`src/rtl/mrfb_pkg.sv`:
```
// Package with the word types, mode codes and CRC-16/Modbus helper of the frame builder.
package mrfb_pkg;

   // Mode codes of a request word.
   localparam logic [1:0] MODE_READ_REQ  = 2'd0;
   localparam logic [1:0] MODE_WRITE_REG = 2'd1;
   localparam logic [1:0] MODE_READ_RSP  = 2'd2;
   // The mode code that builds no frame.
   localparam logic [1:0] MODE_UNUSED    = 2'd3;

   // Modbus function codes and fixed payload bytes.
   localparam logic [7:0] FUNC_READ_INPUT  = 8'h04;
   localparam logic [7:0] FUNC_WRITE_SINGLE = 8'h06;
   localparam logic [7:0] BYTE_COUNT_TWO   = 8'h02;
   localparam logic [7:0] QUANTITY_HI      = 8'h00;
   localparam logic [7:0] QUANTITY_LO      = 8'h01;

   // CRC-16/Modbus: initial value and reflected polynomial.
   localparam logic [15:0] CRC_INIT = 16'hFFFF;
   localparam logic [15:0] CRC_POLY = 16'hA001;

   // Longest frame in bytes.
   localparam int unsigned FRAME_MAX = 8;

   typedef struct packed {
      logic [1:0]  mode;
      logic [7:0]  slave_id;
      logic [15:0] reg_address;
      logic [15:0] reg_value;
   } req_word_type;

   typedef struct packed {
      logic [7:0] tx_byte;
      logic       last;
   } rsp_word_type;

   // Body bytes of one frame before the CRC, with the number of them.
   typedef struct packed {
      logic [FRAME_MAX-1:0][7:0] body;
      logic [2:0]                body_len;
   } frame_type;

   // Folds one byte into the running CRC, one bit per step.
   function automatic logic [15:0] crc_update(input logic [15:0] crc, input logic [7:0] data);
      logic [15:0] acc;
      acc = crc ^ {8'h00, data};
      for (int b = 0; b < 8; b++) begin
         if (acc[0]) begin
            acc = (acc >> 1) ^ CRC_POLY;
         end else begin
            acc = acc >> 1;
         end
      end
      return acc;
   endfunction

endpackage

```
`src/rtl/mrfb_assemble.sv`:
```
// Builds the body bytes and body length of a frame from one request word.
module mrfb_assemble
   import mrfb_pkg::*;
(
   input  req_word_type req_word,
   output frame_type    frame
);

   // Lay out the body bytes for the selected mode; unused bytes stay zero.
   always_comb begin
      frame         = '0;
      frame.body[0] = req_word.slave_id;
      case (req_word.mode)
         MODE_READ_REQ: begin
            frame.body[1]  = FUNC_READ_INPUT;
            frame.body[2]  = req_word.reg_address[15:8];
            frame.body[3]  = req_word.reg_address[7:0];
            frame.body[4]  = QUANTITY_HI;
            frame.body[5]  = QUANTITY_LO;
            frame.body_len = 3'd6;
         end
         MODE_WRITE_REG: begin
            frame.body[1]  = FUNC_WRITE_SINGLE;
            frame.body[2]  = req_word.reg_address[15:8];
            frame.body[3]  = req_word.reg_address[7:0];
            frame.body[4]  = req_word.reg_value[15:8];
            frame.body[5]  = req_word.reg_value[7:0];
            frame.body_len = 3'd6;
         end
         MODE_READ_RSP: begin
            frame.body[1]  = FUNC_READ_INPUT;
            frame.body[2]  = BYTE_COUNT_TWO;
            frame.body[3]  = req_word.reg_value[15:8];
            frame.body[4]  = req_word.reg_value[7:0];
            frame.body_len = 3'd5;
         end
         default: begin
            // A request with the unused mode is never marked valid, so it is never loaded.
            frame.body_len = 3'd0;
         end
      endcase
   end

endmodule

```
`src/rtl/mrfb_serialiser.sv`:
```
// Sends a frame one byte per word, folding the CRC as the body goes out.
module mrfb_serialiser
   import mrfb_pkg::*;
(
   input  logic         clock,
   input  logic         reset,
   input  logic         load_valid,
   input  frame_type    frame,
   output logic         load_take,
   output logic         rsp_valid,
   input  logic         rsp_stall,
   output rsp_word_type rsp_word
);

   logic         active_ff, active_in;
   logic [2:0]   idx_ff, idx_in;
   logic [15:0]  crc_ff, crc_in;
   frame_type    frame_ff, frame_in;
   logic         rsp_valid_ff, rsp_valid_in;
   rsp_word_type rsp_word_ff, rsp_word_in;

   logic        advance;
   logic        emit;
   logic        at_last;
   logic        in_body;
   logic        do_load;
   logic [7:0]  byte_out;

   // The output register moves on when empty or when its word is taken.
   assign advance  = !rsp_valid_ff || !rsp_stall;
   assign emit     = active_ff && advance;
   assign at_last  = (idx_ff == frame_ff.body_len + 3'd1);
   assign in_body  = (idx_ff < frame_ff.body_len);
   assign load_take = !active_ff || (emit && at_last);
   assign do_load  = load_take && load_valid;

   // Pick the byte at the current position: body, then CRC low, then CRC high.
   always_comb begin
      if (in_body) begin
         byte_out = frame_ff.body[idx_ff];
      end else if (idx_ff == frame_ff.body_len) begin
         byte_out = crc_ff[7:0];
      end else begin
         byte_out = crc_ff[15:8];
      end
   end

   // Next values of the sequencing and CRC registers.
   always_comb begin
      active_in    = active_ff;
      idx_in       = idx_ff;
      crc_in       = crc_ff;
      frame_in     = frame_ff;
      rsp_valid_in = rsp_valid_ff;
      rsp_word_in  = rsp_word_ff;
      if (advance) begin
         rsp_valid_in = 1'b0;
      end
      if (emit) begin
         rsp_valid_in        = 1'b1;
         rsp_word_in.tx_byte = byte_out;
         rsp_word_in.last    = at_last;
         idx_in              = idx_ff + 3'd1;
         if (in_body) begin
            crc_in = crc_update(crc_ff, byte_out);
         end
         if (at_last) begin
            active_in = 1'b0;
         end
      end
      if (do_load) begin
         active_in = 1'b1;
         idx_in    = 3'd0;
         crc_in    = CRC_INIT;
         frame_in  = frame;
      end
   end

   // Control registers take reset; the payload registers do not.
   always_ff @(posedge clock) begin
      if (reset) begin
         active_ff    <= 1'b0;
         rsp_valid_ff <= 1'b0;
      end else begin
         active_ff    <= active_in;
         rsp_valid_ff <= rsp_valid_in;
      end
      idx_ff      <= idx_in;
      crc_ff      <= crc_in;
      frame_ff    <= frame_in;
      rsp_word_ff <= rsp_word_in;
   end

   assign rsp_valid = rsp_valid_ff;
   assign rsp_word  = rsp_word_ff;

endmodule

```
`src/rtl/modbus_rtu_frame_builder.sv`:
```
// Top level of the Modbus RTU frame builder: request register and byte serialiser.
//
//   Channel   Direction  Handshake            Word
//   req_      in         req_valid/req_stall  req_word_type (mode, slave, address, value)
//   rsp_      out        rsp_valid/rsp_stall  rsp_word_type (tx_byte, last)
//
// A frame goes out one byte per cycle while rsp_stall is low: eight bytes for modes 0
// and 1, seven for mode 2. The next request is held in the request register and loaded
// in the cycle the last byte goes out, so frames follow without a gap. A request with
// the unused mode is taken and dropped with no output. Reset is synchronous and clears
// only the valid and busy flags. A stall on rsp_ holds the output word and pauses the
// serialiser; req_stall rises once the request register is full and the serialiser
// cannot take it.
module modbus_rtu_frame_builder
   import mrfb_pkg::*;
(
   input  logic         clock,
   input  logic         reset,
   input  logic         req_valid,
   output logic         req_stall,
   input  req_word_type req_word,
   output logic         rsp_valid,
   input  logic         rsp_stall,
   output rsp_word_type rsp_word
);

   logic         req_valid_ff, req_valid_in;
   req_word_type req_word_ff, req_word_in;

   logic      load_take;
   logic      req_accept;
   frame_type frame;

   // Request register: filled on accept, emptied when the serialiser loads it.
   assign req_stall  = req_valid_ff && !load_take;
   assign req_accept = req_valid && !req_stall;

   always_comb begin
      req_valid_in = req_valid_ff;
      req_word_in  = req_word_ff;
      if (load_take) begin
         req_valid_in = 1'b0;
      end
      if (req_accept) begin
         req_valid_in = (req_word.mode != MODE_UNUSED);
         req_word_in  = req_word;
      end
   end

   always_ff @(posedge clock) begin
      if (reset) begin
         req_valid_ff <= 1'b0;
      end else begin
         req_valid_ff <= req_valid_in;
      end
      req_word_ff <= req_word_in;
   end

   // Frame layout from the held request.
   mrfb_assemble u_assemble (
      .req_word (req_word_ff),
      .frame    (frame)
   );

   // Byte sequencing and CRC.
   mrfb_serialiser u_serialiser (
      .clock      (clock),
      .reset      (reset),
      .load_valid (req_valid_ff),
      .frame      (frame),
      .load_take  (load_take),
      .rsp_valid  (rsp_valid),
      .rsp_stall  (rsp_stall),
      .rsp_word   (rsp_word)
   );

endmodule
```
`config.mk`:
```
export PLATFORM = sky130hd
export DESIGN_NAME = modbus_rtu_frame_builder
export DESIGN_NICKNAME = d
export VERILOG_FILES = /design/src/rtl/mrfb_pkg.sv /design/src/rtl/mrfb_assemble.sv /design/src/rtl/mrfb_serialiser.sv /design/src/rtl/modbus_rtu_frame_builder.sv
export SDC_FILE = /design/constraint.sdc
export NUM_CORES = 1
export LEC_CHECK = 0
export ABC_CLOCK_PERIOD_IN_PS = 6200
export BUFFER_PORTS_ARGS = -buffer_cell sky130_fd_sc_hd__buf_2
export CORE_UTILIZATION = 32
export DETAILED_ROUTE_END_ITERATION = 8
export PLACE_DENSITY_LB_ADDON = 0.15
export SLEW_MARGIN = 20
export SYNTH_ARGS = -nofsm -noshare
export SYNTH_HDL_FRONTEND = slang
export SYNTH_SLANG_ARGS = --single-unit
```
`constraint.sdc`:
```
create_clock -name clock -period 6.2 [get_ports clock]
set_input_delay 0.62 -clock clock [delete_from_list [all_inputs] [get_ports clock]]
set_output_delay 0.62 -clock clock [all_outputs]
set_load 0.02 [all_outputs]
```
# Word level (Yosys, flattened, before mapping)
# Index checks and enable logic that the tools add are counted.
[word_totals] out_inout_bits=11 register_bits=124
[classes] eq_ne=5 n_addsub=2 n_reduce_logical=20 bitwise=9 muxes=36 order_cmp=2
[ops] cell="2-to-1 mux 16 bit" count=22
[ops] cell="one-hot mux 32 bit (3 select lines)" count=1
[ops] cell="binary-select mux 8 bit (select 3 bit)" count=1
[ops] cell="2-to-1 mux 8 bit" count=3
[ops] cell="inverter 2 -> 3 bit" count=8
[ops] cell="one-hot mux 8 bit (2 select lines)" count=1
[ops] cell="XOR 16 x 8 -> 16 bit" count=1
[ops] cell="nonzero test 2 bit" count=4
[ops] cell="2-to-1 mux 1 bit" count=7
[ops] cell="adder 3 x 1 -> 3 bit, second input constant" count=2
[ops] cell="equality test 3 bit" count=2
[ops] cell="one-hot mux 3 bit (2 select lines)" count=1
[ops] cell="logical AND 1 bit" count=5
[ops] cell="logical NOT 1 bit" count=5
[ops] cell="less-than comparator 3 x 4 -> 1 bit, second input constant" count=1
[ops] cell="AND reduction 2 bit" count=2
[ops] cell="less-than comparator 3 bit" count=1
[ops] cell="equality test 2 x 1 -> 1 bit, second input constant" count=1
[ops] cell="equality test 2 bit, second input constant" count=1
[ops] cell="logical NOT 2 bit" count=1
[ops] cell="logical OR 1 bit" count=2
[ops] cell="!= test 2 bit, second input constant" count=1
[ops] cell="OR reduction 2 bit" count=1

# Depth between registers and ports, before layout
# Gate-level depths: netlist of run 1.
[depth] word_depth=34 mapped_depth=14 mapped_depth_nobuf=11

# Hierarchy
# A second synthesis of run 1 with hierarchy kept.
[hier_totals] hier_cells=412 area_unflattened_um2=6142.1
[modules_own_cells] mod="mrfb_serialiser" instances=1 cells_per_inst=290 area_each_um2=4270.3
[modules_own_cells] mod="modbus_rtu_frame_builder" instances=1 cells_per_inst=48 area_each_um2=1325.0
[modules_own_cells] mod="mrfb_assemble" instances=1 cells_per_inst=74 area_each_um2=546.8

# Worst setup path after synthesis of run 1
# OpenSTA, ideal clock, no wires.
[synth_path] path_kind="register to register" startpoint="reg u_serialiser.idx_ff[0]" endpoint="reg u_serialiser.crc_ff[0]" setup_slack_ns=3.064 synth_period_minus_slack_ns=3.136 n_path_buf=3 arrival_time_ns=3.008 t_required_ns=6.072 setup_ns=0.128 path_stages_with_launch=15 path_cell_list="dfxtp_1 -> buf_6 -> buf_2 -> inv_1 -> ha_1 -> and3_1 -> buf_2 -> a21o_1 -> o21ai_0 -> a2bb2oi_1 -> xor2_2 -> xnor2_1 -> xnor3_2 -> xnor2_1 -> o21ai_1"
[synth_between] elab_chain_cells=27
[synth_rtl] item="start: declaration" line="mrfb_serialiser.sv:16" rtl="logic [2:0] idx_ff, idx_in;"
[synth_rtl] item="start signal: assignment" line="mrfb_serialiser.sv:88" rtl="idx_ff <= idx_in;"
[synth_rtl] item="binary-select mux 8 bit (select 3 bit) or equality test 3 bit (tied branches)" line="mrfb_serialiser.sv:40, mrfb_serialiser.sv:41"
[synth_rtl] item="2-to-1 mux 8 bit, on equally long branches" line="mrfb_serialiser.sv:40, mrfb_serialiser.sv:41"
[synth_rtl] item="2-to-1 mux 8 bit" line="mrfb_serialiser.sv:39" rtl="if (in_body) begin"
[synth_rtl] item="XOR 16 x 8 -> 16 bit" line="mrfb_pkg.sv:46" rtl="acc = crc ^ {8'h00, data};"
[synth_rtl] item="2-to-1 mux 16 bit or inverter 2 -> 3 bit (tied branches)"
[synth_rtl] item="2-to-1 mux 16 bit, on equally long branches" line="mrfb_serialiser.sv:64, mrfb_pkg.sv:48"
[synth_rtl] item="2-to-1 mux 16 bit, on equally long branches" line="mrfb_serialiser.sv:59, mrfb_serialiser.sv:64"
[synth_rtl] item="2-to-1 mux 16 bit, or another cell as far along" line="mrfb_pkg.sv:48" rtl="if (acc[0]) begin"
[synth_rtl] item="[... 11 more ...]"
[synth_rtl] item="2-to-1 mux 16 bit, or another cell as far along" line="mrfb_pkg.sv:48"
[synth_rtl] item="2-to-1 mux 16 bit, on equally long branches" line="mrfb_serialiser.sv:64, mrfb_pkg.sv:48"
[synth_rtl] item="2-to-1 mux 16 bit, on equally long branches" line="mrfb_serialiser.sv:59, mrfb_serialiser.sv:64"
[synth_rtl] item="inverter 2 -> 3 bit (no line) or 2-to-1 mux 16 bit (tied branches)"
[synth_rtl] item="2-to-1 mux 16 bit" line="mrfb_pkg.sv:48"
[synth_rtl] item="2-to-1 mux 16 bit" line="mrfb_serialiser.sv:64" rtl="if (in_body) begin"
[synth_rtl] item="2-to-1 mux 16 bit" line="mrfb_serialiser.sv:59" rtl="if (emit) begin"
[synth_rtl] item="2-to-1 mux 16 bit" line="mrfb_pkg.sv:48"
[synth_rtl] item="end signal: assignment" line="mrfb_serialiser.sv:89" rtl="crc_ff <= crc_in;"
[synth_rtl] item="end: declaration" line="mrfb_serialiser.sv:17" rtl="logic [15:0] crc_ff, crc_in;"
# Parallel ways exist; a longest one is shown, timed or not. The select of a mux whose other input is x is not followed.
# A chain may end at the register's enable or synchronous reset.

# Worst setup path in the final report of run 1
[layout_path] startpoint="reg u_serialiser.idx_ff[1]" endpoint="reg u_serialiser.crc_ff[0]"
# The elaborated chain is that of the path after synthesis.

==> run_results.csv, run 1 <==
group,metric,value,unit
detailed_routing,drc,0,
synth,synthArstFlopShare,0,%
critical_path,crit_path_start_kind,"flop",
synth,yosys.area.top_type,"edfxtp_1",
die,core_area,0.01520,mm2
placed_design,place_congestion,0.8386,
die,die_area,0.01606,mm2
die,initial_core_util,32.76,%
job,max_cap_viol_count,0,
synth,synth-main-ff-cell,"edfxtp_1",
placed_design,portBuffers,56,
finish,nets,469,
synth,seq_area_frac_synth,66.73,%
power_and_ir_drop,vdd_drop_max,0.0003563,V
critical_path,rr_worst_depth,10,
clocking,clock-sinks,118,
worst_hold_path,hp-start,"req_word[20]",
detailed_routing,routed_via_density,4.649,
synth,synth.distinct_cells,44,
clocking,cts_hold_buf,0,
critical_path,startpoint,"u_serialiser.idx_ff[1]",
clocking,clk_pin_slew,0.06,ns
clocking,cts_setup_buffers,0,
synth,ys_ff_latch,118,
detailed_routing,firstDrtPassIters,4,
die,io_pins,57,
critical_path,path_class,"flop to flop",
synth,avgSynthCellArea,13.83,um2
outcome,status,"completed",
critical_path,reg2reg_to,"u_serialiser.crc_ff[0]",
sta,fmax,268.2,MHz
critical_path,worstSetupEndpointType,"flop",
worst_hold_path,min_path_cells,1,
sta,min_period_over_period,60.13,%
detailed_routing,antenna_left,0,
sta,max_slew_margin,36.25,%
grt,grt_usage,13.14,%
die,rows,45,
clocking,cts_tree,"yes",
finish,area_growth_syn_to_layout,21.43,%
sta,tightestPinTransition,0.9563,ns
die,die_h,126.7,um
grt,antenna_found_initial,0,
finish,final_cells,619,
critical_path,crit_arrival,3.99,ns
power_and_ir_drop,p_leak,2.307,nW
grt,grt_pass1_vias,3010,
sta,rsz0062_at_grt,"false",
synth,yosysWarnings,0,
synth,synth_edf_count,96,
finish,register_area,0.003323,mm2
synth,postSynthCellCount,360,
synth,syn_area,0.004980,mm2
detailed_routing,avgRoutedWirePerCell,15.29,um
finish,multi_input_area,0.001534,mm2
grt,grt_pass1_wl,15520,um
detailed_routing,drt-initial-drc-count,161,
detailed_routing,routed_wl,9462,um
sta,setup_viol,0,
grt,grt_max_degree,49,
placed_design,dp_cells,587,
critical_path,regToRegSetupSlack,2.47,ns
sta,clock_skew,0.005675,ns
clocking,cts_max_level,4,
synth,synth_area_leaders,"edfxtp_1, dfxtp_1, mux2i_1",
finish,fill_cells,1446,
synth,yosys-top-cells-count,"edfxtp_1, nand2_1, mux2i_1, dfxtp_1, xnor2_1",
power_and_ir_drop,power.density,525.4,mW/mm2
clocking,root_buffer,"clkbuf_16",
detailed_routing,vias,2878,
worst_hold_path,hold_class,"input pin to flop",
synth,yosysMostFrequentCell,"edfxtp_1",
synth,yosysTopAreaCellShare,57.89,%
placed_design,dp_hpwl,6526,um
clocking,cts_buffers,17,
synth,synth_nets,411,
sta,final_max_slew_viol_count,0,
finish,antenna_cells,0,
sta,hold_viol,0,
critical_path,crit-reg2reg-launch,"u_serialiser.idx_ff[1]",
finish,drive_gt1_share,23.20,%
clocking,cts_buffer_depth,2,
critical_path,cp_max_fo,18,
sta,period_needed,3.728,ns
sta,fin_setup_tns,0,ns
die,die_width,126.7,um
clocking,insertion_delay,0.41,ns
clocking,post_cts_resized,0,
critical_path,critical_path_required,6.46,ns
worst_hold_path,min_to,"req_word_ff[20]",
grt,grt-ovfl-total,0,
[registers in the layout, summed over array words and instances, names as in the netlist]
register / count
req_valid_ff: 1
req_word_ff: 42
u_serialiser.active_ff: 1
u_serialiser.crc_ff: 16
u_serialiser.frame_ff: 45
u_serialiser.idx_ff: 3
u_serialiser.rsp_valid: 1
u_serialiser.rsp_word: 9
[final cells by class]
type | instances | share of cell area [%]
sequential | 118 | 54.96
multi-input combinational | 214 | 25.37
clock buffer | 18 | 7.097
timing repair buffer | 57 | 4.759
tap | 188 | 3.890
clock inverter | 14 | 3.311
inverter | 10 | 0.6207
[how the worst max path moves through the flow]
stage / endpoint / slack [ns] / depth (start not counted)
2_1_floorplan: u_serialiser.crc_ff[0] / 3.06 / 14
3_3_place_gp: u_serialiser.crc_ff[0] / 2.59 / 10
3_5_place_dp: u_serialiser.crc_ff[0] / 2.48 / 10
4_1_cts: u_serialiser.crc_ff[0] / 2.46 / 10
5_1_grt: u_serialiser.crc_ff[0] / 2.16 / 10
6_report: u_serialiser.crc_ff[0] / 2.47 / 10
[power breakdown]
part           total (W)  internal, W  switching [W]  leakage (nW)
logic            0.00104     0.000518       0.000517         0.910
registers        0.00111     0.000983       0.000122          1.10
clock network    0.00104     0.000675       0.000361         0.297
total            0.00318      0.00218        0.00100          2.31
[per-layer routing]
metal  GRT usage, %  vias to the layer above  wire, um  part of all wire (%)
li1               -                     1448         -                     -
met1          15.68                     1353      4458                    47
met2          21.35                       66      4449                    47
met3          5.103                       11       400                   4.2
met4          5.252                        0       154                   1.6
met5              0                        -         0                     0
[per-stage QoR]
stage	instance area, um2	util, %	hold WS [ns]	power [W]	setup WS, ns
detailed placement	5418	35.64	0.4114	0.002164	2.482
global placement	5415	35.62	0.4106	0.002155	2.591
global route	6047	39.78	0.3524	0.003375	2.165
finish	6047	39.78	0.3797	0.003177	2.472
floorplan	4980	-	0.4003	0.001971	3.064
CTS	6047	39.78	0.3527	0.003218	2.458
[kinds of logic after synthesis]
group,share of synthesized area [%]
buffers and inverters,2.538
and+or+nand+nor,8.091
AOI/OAI and AO/OA,10.65
DFF,66.73
muxes,5.502
xor gates and xnor gates,5.226
adders and majority gates,1.256
[critical path, stage by stage (launching register included)]
cell and delay [ns]:
dfxtp_1 0.87, ha_1 0.39, nand3b_1 0.17, nand2_1 0.36, nor3_1 0.29, a2bb2oi_1 0.38, xor2_2 0.21, xnor2_1 0.14
xnor3_2 0.47, xnor2_1 0.19, o21ai_1 0.08
[cells in the final DEF (no fill, tap or decap), types with 2 or more instances in the layout]
master and n:
clkinvlp_4 3, nor2b_1 8, nor2_1 14, a21o_1 2
and2_1 10, inv_6 2, buf_2 56, a22o_1 16
nor3_1 5, a2bb2oi_1 2, bufinv_16 4, o21ai_1 2
o22ai_1 6, a31oi_1 2, o21ai_0 7, nand2b_1 2
nand3_1 6, nand2_1 35, a21oi_1 15, mux2i_1 24
ha_1 5, inv_1 9, dfxtp_1 22, xnor2_1 17
edfxtp_1 96, mux2_2 3, xor2_1 5, clkbuf_16 17
o211ai_1 9, clkinv_4 4
Note: power is estimated with default switching activity, not from simulation.
==> run 2, diff against run 1 <==
--- a/config.mk
+++ b/config.mk
@@ -5,7 +5,7 @@
 export SDC_FILE = /design/constraint.sdc
 export NUM_CORES = 1
 export LEC_CHECK = 0
-export ABC_CLOCK_PERIOD_IN_PS = 6200
+export ABC_CLOCK_PERIOD_IN_PS = 3000
 export BUFFER_PORTS_ARGS = -buffer_cell sky130_fd_sc_hd__buf_2
 export CORE_UTILIZATION = 32
 export DETAILED_ROUTE_END_ITERATION = 8
==> constraint.sdc (replaced) <==
create_clock -name clock -period 3 [get_ports clock]
set_input_delay 0.3 -clock clock [delete_from_list [all_inputs] [get_ports clock]]
set_output_delay 0.3 -clock clock [all_outputs]
set_load 0.02 [all_outputs]
==> run 2 against run 1 <==
Effect of this change: utilization up 1.0 points; global-route usage barely moved; worst setup slack got worse by 2.3 ns; clock power up 97%; final cell count rose by 3.2%; routed wire length is 2.1% higher; critical endpoint unchanged.
==> run_results.csv, run 2 (synthesis results as in run 1) <==
group,metric,value,unit
outcome,status,"completed",
grt,grt_pass1_vias,2913,
die,initial_core_util,32.76,%
grt,grt-ovfl-total,0,
detailed_routing,drc,0,
die,core_area,0.01520,mm2
power_and_ir_drop,pwr-share-clk,30.8,%
power_and_ir_drop,p_leak,2.409,nW
die,die_area,0.01606,mm2
detailed_routing,routed_via_density,4.659,
detailed_routing,drt-initial-drc-count,146,
worst_hold_path,hold_class,"input pin to flop",
grt,grt_pass1_wl,15570,um
clocking,cts_tree,"yes",
power_and_ir_drop,p_sw_share,30.58,%
clocking,cts_buffers,17,
job,max_cap_viol_count,0,
clocking,cts_buffer_depth,2,
finish,mostFrequentLayoutCells,"edfxtp_1, buf_2, nand2_1",
clocking,clk_pin_slew,0.05,ns
die,rows,45,
sta,min_period_over_period,94.34,%
sta,period_needed,2.830,ns
die,io_pins,57,
critical_path,path_class,"flop to flop",
detailed_routing,routed_wl,9662,um
sta,fin_setup_tns,0,ns
grt,grt_max_degree,48,
power_and_ir_drop,combPwrFrac,36.3,%
finish,final_common_cell,"edfxtp_1",
sta,hold_viol,0,
die,die_width,126.7,um
placed_design,dp_hpwl,6705,um
placed_design,portBuffers,56,
finish,antenna_cells,0,
power_and_ir_drop,p_seq_share,32.9,%
placed_design,place_congestion,0.7896,
clocking,insertion_delay,0.41,ns
sta,clock_skew,0.008949,ns
critical_path,cp_max_fo,7,
critical_path,crit_path_start_kind,"flop",
finish,nets,489,
detailed_routing,vias,2977,
power_and_ir_drop,power.density,1074,mW/mm2
sta,rsz0062_at_grt,"false",
critical_path,startpoint,"u_serialiser.idx_ff[2]",
placed_design,pre_cts_ws,0.1314,ns
clocking,root_buffer,"clkbuf_16",
critical_path,worstSetupEndpointType,"flop",
clocking,clock-sinks,118,
sta,fmax,353.3,MHz
detailed_routing,antenna_left,0,
sta,fin_ws,0.1699,ns
sta,final_max_slew_viol_count,0,
critical_path,crit-reg2reg-launch,"u_serialiser.idx_ff[2]",
grt,grt_usage,13.14,%
clocking,cts_max_level,4,
sta,tightestPinTransition,0.8926,ns
detailed_routing,firstDrtPassIters,4,
sta,setup_viol,0,
finish,top_regs,"u_serialiser.frame_ff x45, req_word_ff x42, u_serialiser.crc_ff x16",
finish,area_growth_syn_to_layout,24.62,%
finish,drive_gt1_share,25.50,%
finish,top_register,"u_serialiser.frame_ff",
power_and_ir_drop,vdd_drop_max,0.0007375,V
grt,antenna_found_initial,0,
worst_hold_path,hp-start,"req_word[5]",
critical_path,critical_path_required,3.29,ns
critical_path,crit_arrival,3.12,ns
sta,max_slew_margin,40.37,%
power_and_ir_drop,internal_power,0.004628,W
finish,largest_register_ffs,45,
power_and_ir_drop,power_switching,0.002039,W
detailed_routing,avgRoutedWirePerCell,15.12,um
die,die_h,126.7,um
-- run 2: cell count changes in the layout (fill, tap and decap cells not counted), sizes merged --
cell      change
buf          +20
clkbuf        +3
clkinvlp      -3
clkinv        +2
inv           -2
-- run 2: routing by layer --
metal,up-vias,part of all wire (%),track usage [%],wire (um)
met3,12,4.7,3.965,457
met4,0,1.8,6.863,175
met5,-,0,0,0
met1,1393,47,16.59,4582
li1,1500,-,-,-
met2,72,46,20.38,4448
-- run 2: path summary, 6_finish.rpt --
path / slack (ns) / endpoint / depth (start not counted)
setup / recovery: 0.17 / u_serialiser.crc_ff[0] / 11
hold / removal: 0.06 / req_word_ff[5] / 1
setup reg to reg: 0.17 / u_serialiser.crc_ff[0] / 11
hold reg to reg: 0.42 / u_serialiser.frame_ff[8] / 0
-- run 2: what timing repair did --
item / 4_1_cts / 5_1_grt
hold buffers: 0 / 0
setup endpoints to repair: 0 / 3
gates resized for setup: 0 / 3
buffers inserted: 0 / 1
-- run 2: through the flow --
step / area [um2] / hold WS (ns) / power [W] / std cells / utilization (%)
after floorplan: 4989 / 0.3691 / 0.004092 / 360 / -
after global placement: 5589 / 0.4092 / 0.004614 / 606 / 36.77
after detailed placement: 5589 / 0.4045 / 0.004653 / 606 / 36.77
after CTS: 6186 / 0.04334 / 0.006745 / 638 / 40.69
after global routing: 6206 / 0.04253 / 0.007026 / 639 / 40.82
final: 6206 / 0.06297 / 0.006667 / 639 / 40.82
-- run 2: worst max-delay path: stages (launching register included) --
cell and delay, ns:
dfxtp_1 0.31, buf_4 0.16, or2_0 0.35, buf_4 0.21, o22ai_4 0.19, a2bb2oi_4 0.22, xor2_4 0.21, xor2_2 0.20
xnor2_1 0.14, xnor3_2 0.47, xnor2_1 0.18, o21ai_1 0.07
-- run 2: cell type report --
class / count / area, um2
Timing Repair Buffer: 77 / 462.9
Inverter: 10 / 37.54
Tap cell: 188 / 235.2
Multi-Input combinational cell: 214 / 1550
Clock inverter: 11 / 156.4
Clock buffer: 21 / 440.4
Fill cell: 1424 / 8996
Sequential cell: 118 / 3323
-- run 2: power by group through the flow --
| stage | clock network [W] | registers [W] | logic (W) |
|---|---|---|---|
| finish | 0.00205 | 0.00220 | 0.00242 |
| global route | 0.00217 | 0.00222 | 0.00263 |
| CTS | 0.00210 | 0.00219 | 0.00245 |
| detailed placement | 0 | 0.00223 | 0.00243 |
| global placement | 0 | 0.00222 | 0.00239 |
| floorplan | 0 | 0.00221 | 0.00188 |
==> run 3, diff against run 2 <==
--- a/config.mk
+++ b/config.mk
@@ -8,8 +8,10 @@
 export ABC_CLOCK_PERIOD_IN_PS = 3000
 export BUFFER_PORTS_ARGS = -buffer_cell sky130_fd_sc_hd__buf_2
 export CORE_UTILIZATION = 32
+export CTS_CLUSTER_DIAMETER = 40
 export DETAILED_ROUTE_END_ITERATION = 8
 export PLACE_DENSITY_LB_ADDON = 0.15
+export REMOVE_ABC_BUFFERS = 1
 export SLEW_MARGIN = 20
 export SYNTH_ARGS = -nofsm -noshare
 export SYNTH_HDL_FRONTEND = slang
==> run 3 against run 2 <==
Effect of this change: final area up 1.4%; highest routed layer unchanged; first-iteration DRC count shrank 29%; power rose by 3.1%.
==> run_results.csv, run 3 (synthesis results as in run 1) <==
group,metric,value,unit
outcome,status,"completed",
die,rows,45,
die,die_width,126.7,um
clocking,cts_tree,"yes",
sta,min_period_over_period,95.37,%
critical_path,reg2reg_to,"u_serialiser.crc_ff[0]",
placed_design,dp_hpwl,6799,um
grt,grt-ovfl-total,0,
finish,finish.instance_area,0.006294,mm2
worst_hold_path,min_path_cells,1,
detailed_routing,drc,0,
sta,period_needed,2.861,ns
sta,fin_ws,0.1389,ns
critical_path,critPathBufInv,2,
placed_design,portBuffers,56,
power_and_ir_drop,p_leak,2.458,nW
die,die_h,126.7,um
placed_design,place_congestion,0.7877,
sta,rsz0062_at_grt,"false",
critical_path,cp_max_fo,14,
finish,top_regs,"u_serialiser.frame_ff x45, req_word_ff x42, u_serialiser.crc_ff x16",
critical_path,slowest_stage,"xnor3_2",
clocking,cts_buffers,17,
worst_hold_path,hold_class,"input pin to flop",
sta,hold_viol,0,
sta,setup_viol,0,
critical_path,crit-reg2reg-launch,"u_serialiser.frame_ff[2]",
sta,fin_setup_tns,0,ns
detailed_routing,drt-initial-drc-count,104,
clocking,clk_pin_slew,0.06,ns
detailed_routing,routed_wl,10010,um
critical_path,slowest_delay,0.49,ns
grt,grt_usage,13.53,%
die,core_area,0.01520,mm2
finish,final_common_cell,"edfxtp_1",
detailed_routing,avgRoutedWirePerCell,15.37,um
placed_design,placed_cell_area,0.005638,mm2
critical_path,crit_arrival,3.13,ns
detailed_routing,firstDrtPassIters,4,
finish,top_register,"u_serialiser.frame_ff",
grt,grt_pass1_wl,15950,um
sta,final_max_slew_viol_count,0,
grt,grt_max_degree,43,
finish,mostFrequentLayoutCells,"edfxtp_1, buf_2, nand2_1",
critical_path,crit_top_cell,"xnor2_1",
sta,tightestPinTransition,0.8675,ns
finish,largest_register_ffs,45,
critical_path,crit_path_start_kind,"flop",
die,die_area,0.01606,mm2
detailed_routing,routed_via_density,4.630,
critical_path,worstSetupEndpointType,"flop",
finish,final_cells,651,
power_and_ir_drop,power.density,1093,mW/mm2
detailed_routing,antenna_left,0,
sta,max_slew_margin,42.02,%
power_and_ir_drop,vdd_drop_max,0.0007367,V
finish,nets,501,
finish,drive_gt1_share,29.59,%
placed_design,dp_cells,615,
clocking,insertion_delay,0.41,ns
clocking,cts_hold_buf,0,
critical_path,cp_cell_sequence,"inv_1 -> ha_2 -> a21oi_4 -> nand2_1 -> buf_6 -> a2bb2oi_4 -> xor2_4 -> xor2_2 -> xnor2_1 -> xnor3_2 -> xnor2_1 -> o21ai_1",
critical_path,path_class,"flop to flop",
detailed_routing,vias,3014,
finish,antenna_cells,0,
clocking,clock-sinks,118,
critical_path,rr_worst_depth,12,
worst_hold_path,hp-start,"req_word[37]",
worst_hold_path,min_to,"req_word_ff[37]",
clocking,cts_max_level,4,
die,io_pins,57,
clocking,root_buffer,"clkbuf_16",
clocking,cts_buffer_depth,2,
grt,grt_pass1_vias,3046,
die,initial_core_util,32.76,%
job,max_cap_viol_count,0,
critical_path,crit_family,"XOR/XNOR gates",
critical_path,regToRegSetupSlack,0.14,ns
critical_path,critical_path_required,3.27,ns
grt,antenna_found_initial,0,
sta,clock_skew,0.005526,ns
placed_design,pre_cts_ws,-0.005837,ns
finish,area_growth_syn_to_layout,26.38,%
sta,fmax,349.5,MHz
run 3: changes by cell type in the layout (fill, tap and decap cells not counted), moves of 2 or more:
cell and change:
clkbuf_1 -3, clkinv_2 +2, clkinv_1 -5, clkinvlp_4 +4, bufinv_16 -2, buf_4 +12
inv_6 +3
run 3: metrics by stage:
stage,total power (W),hold slack (ns),util (%)
4_1_cts,0.006784,0.03773,41.00
5_1_grt,0.007278,0.03214,41.40
6_report,0.006877,0.06044,41.40
3_5_place_dp,0.004734,0.4128,37.09
2_1_floorplan,0.004011,0.3691,-
3_3_place_gp,0.004687,0.4125,37.09
run 3: worst reg2reg max path, stage by stage (launching register included):
cell and delay, ns:
edfxtp_1 0.39, inv_1 0.08, ha_2 0.30, a21oi_4 0.19, nand2_1 0.11, buf_6 0.17, a2bb2oi_4 0.21, xor2_4 0.20
xor2_2 0.18, xnor2_1 0.15, xnor3_2 0.49, xnor2_1 0.18, o21ai_1 0.07
run 3: worst max-delay path by stage:
stage	to	cells after the start	from	slack, ns
floorplan	u_serialiser.crc_ff[0]	10	u_serialiser.idx_ff[1]	-0.21
CTS	u_serialiser.crc_ff[0]	12	u_serialiser.frame_ff[2]	0.05
global placement	u_serialiser.crc_ff[0]	12	u_serialiser.frame_ff[2]	0.08
detailed placement	u_serialiser.crc_ff[15]	12	u_serialiser.frame_ff[2]	-0.006
finish	u_serialiser.crc_ff[0]	12	u_serialiser.frame_ff[2]	0.14
global route	u_serialiser.crc_ff[15]	11	u_serialiser.idx_ff[0]	0.005
run 3: report_power, final:
part           internal [W]  switching (W)  leakage [nW]
clock               0.00123       0.000750         0.273
combinational       0.00140        0.00129          1.09
sequential          0.00203       0.000181          1.10
total               0.00466        0.00222          2.46
run 3: routing by layer:
| metal | vias to the layer above | GRT usage [%] | share of wire, % |
|---|---|---|---|
| met4 | 0 | 5.882 | 1.7 |
| met1 | 1422 | 16.18 | 45 |
| met5 | - | 0 | 0 |
| li1 | 1518 | - | - |
| met3 | 13 | 4.597 | 3.9 |
| met2 | 61 | 22.23 | 50 |
run 3: cell type report:
type | instances | area (um2)
well taps | 188 | 235.2
clock inverters | 14 | 152.6
fillers | 1432 | 8909
repair buffers | 89 | 544.3
inverters | 10 | 37.54
flip-flops and latches | 118 | 3323
multi-input cells | 214 | 1572
clock buffers | 18 | 429.2
run 3: what timing repair did:
| item | 4_1_cts | 5_1_grt |
|---|---|---|
| resized for setup | 1 | 8 |
| pin swaps | 1 | 4 |
| endpoints found under the setup margin | 2 | 3 |
| cloned | 0 | 0 |
| buffers inserted | 1 | 3 |
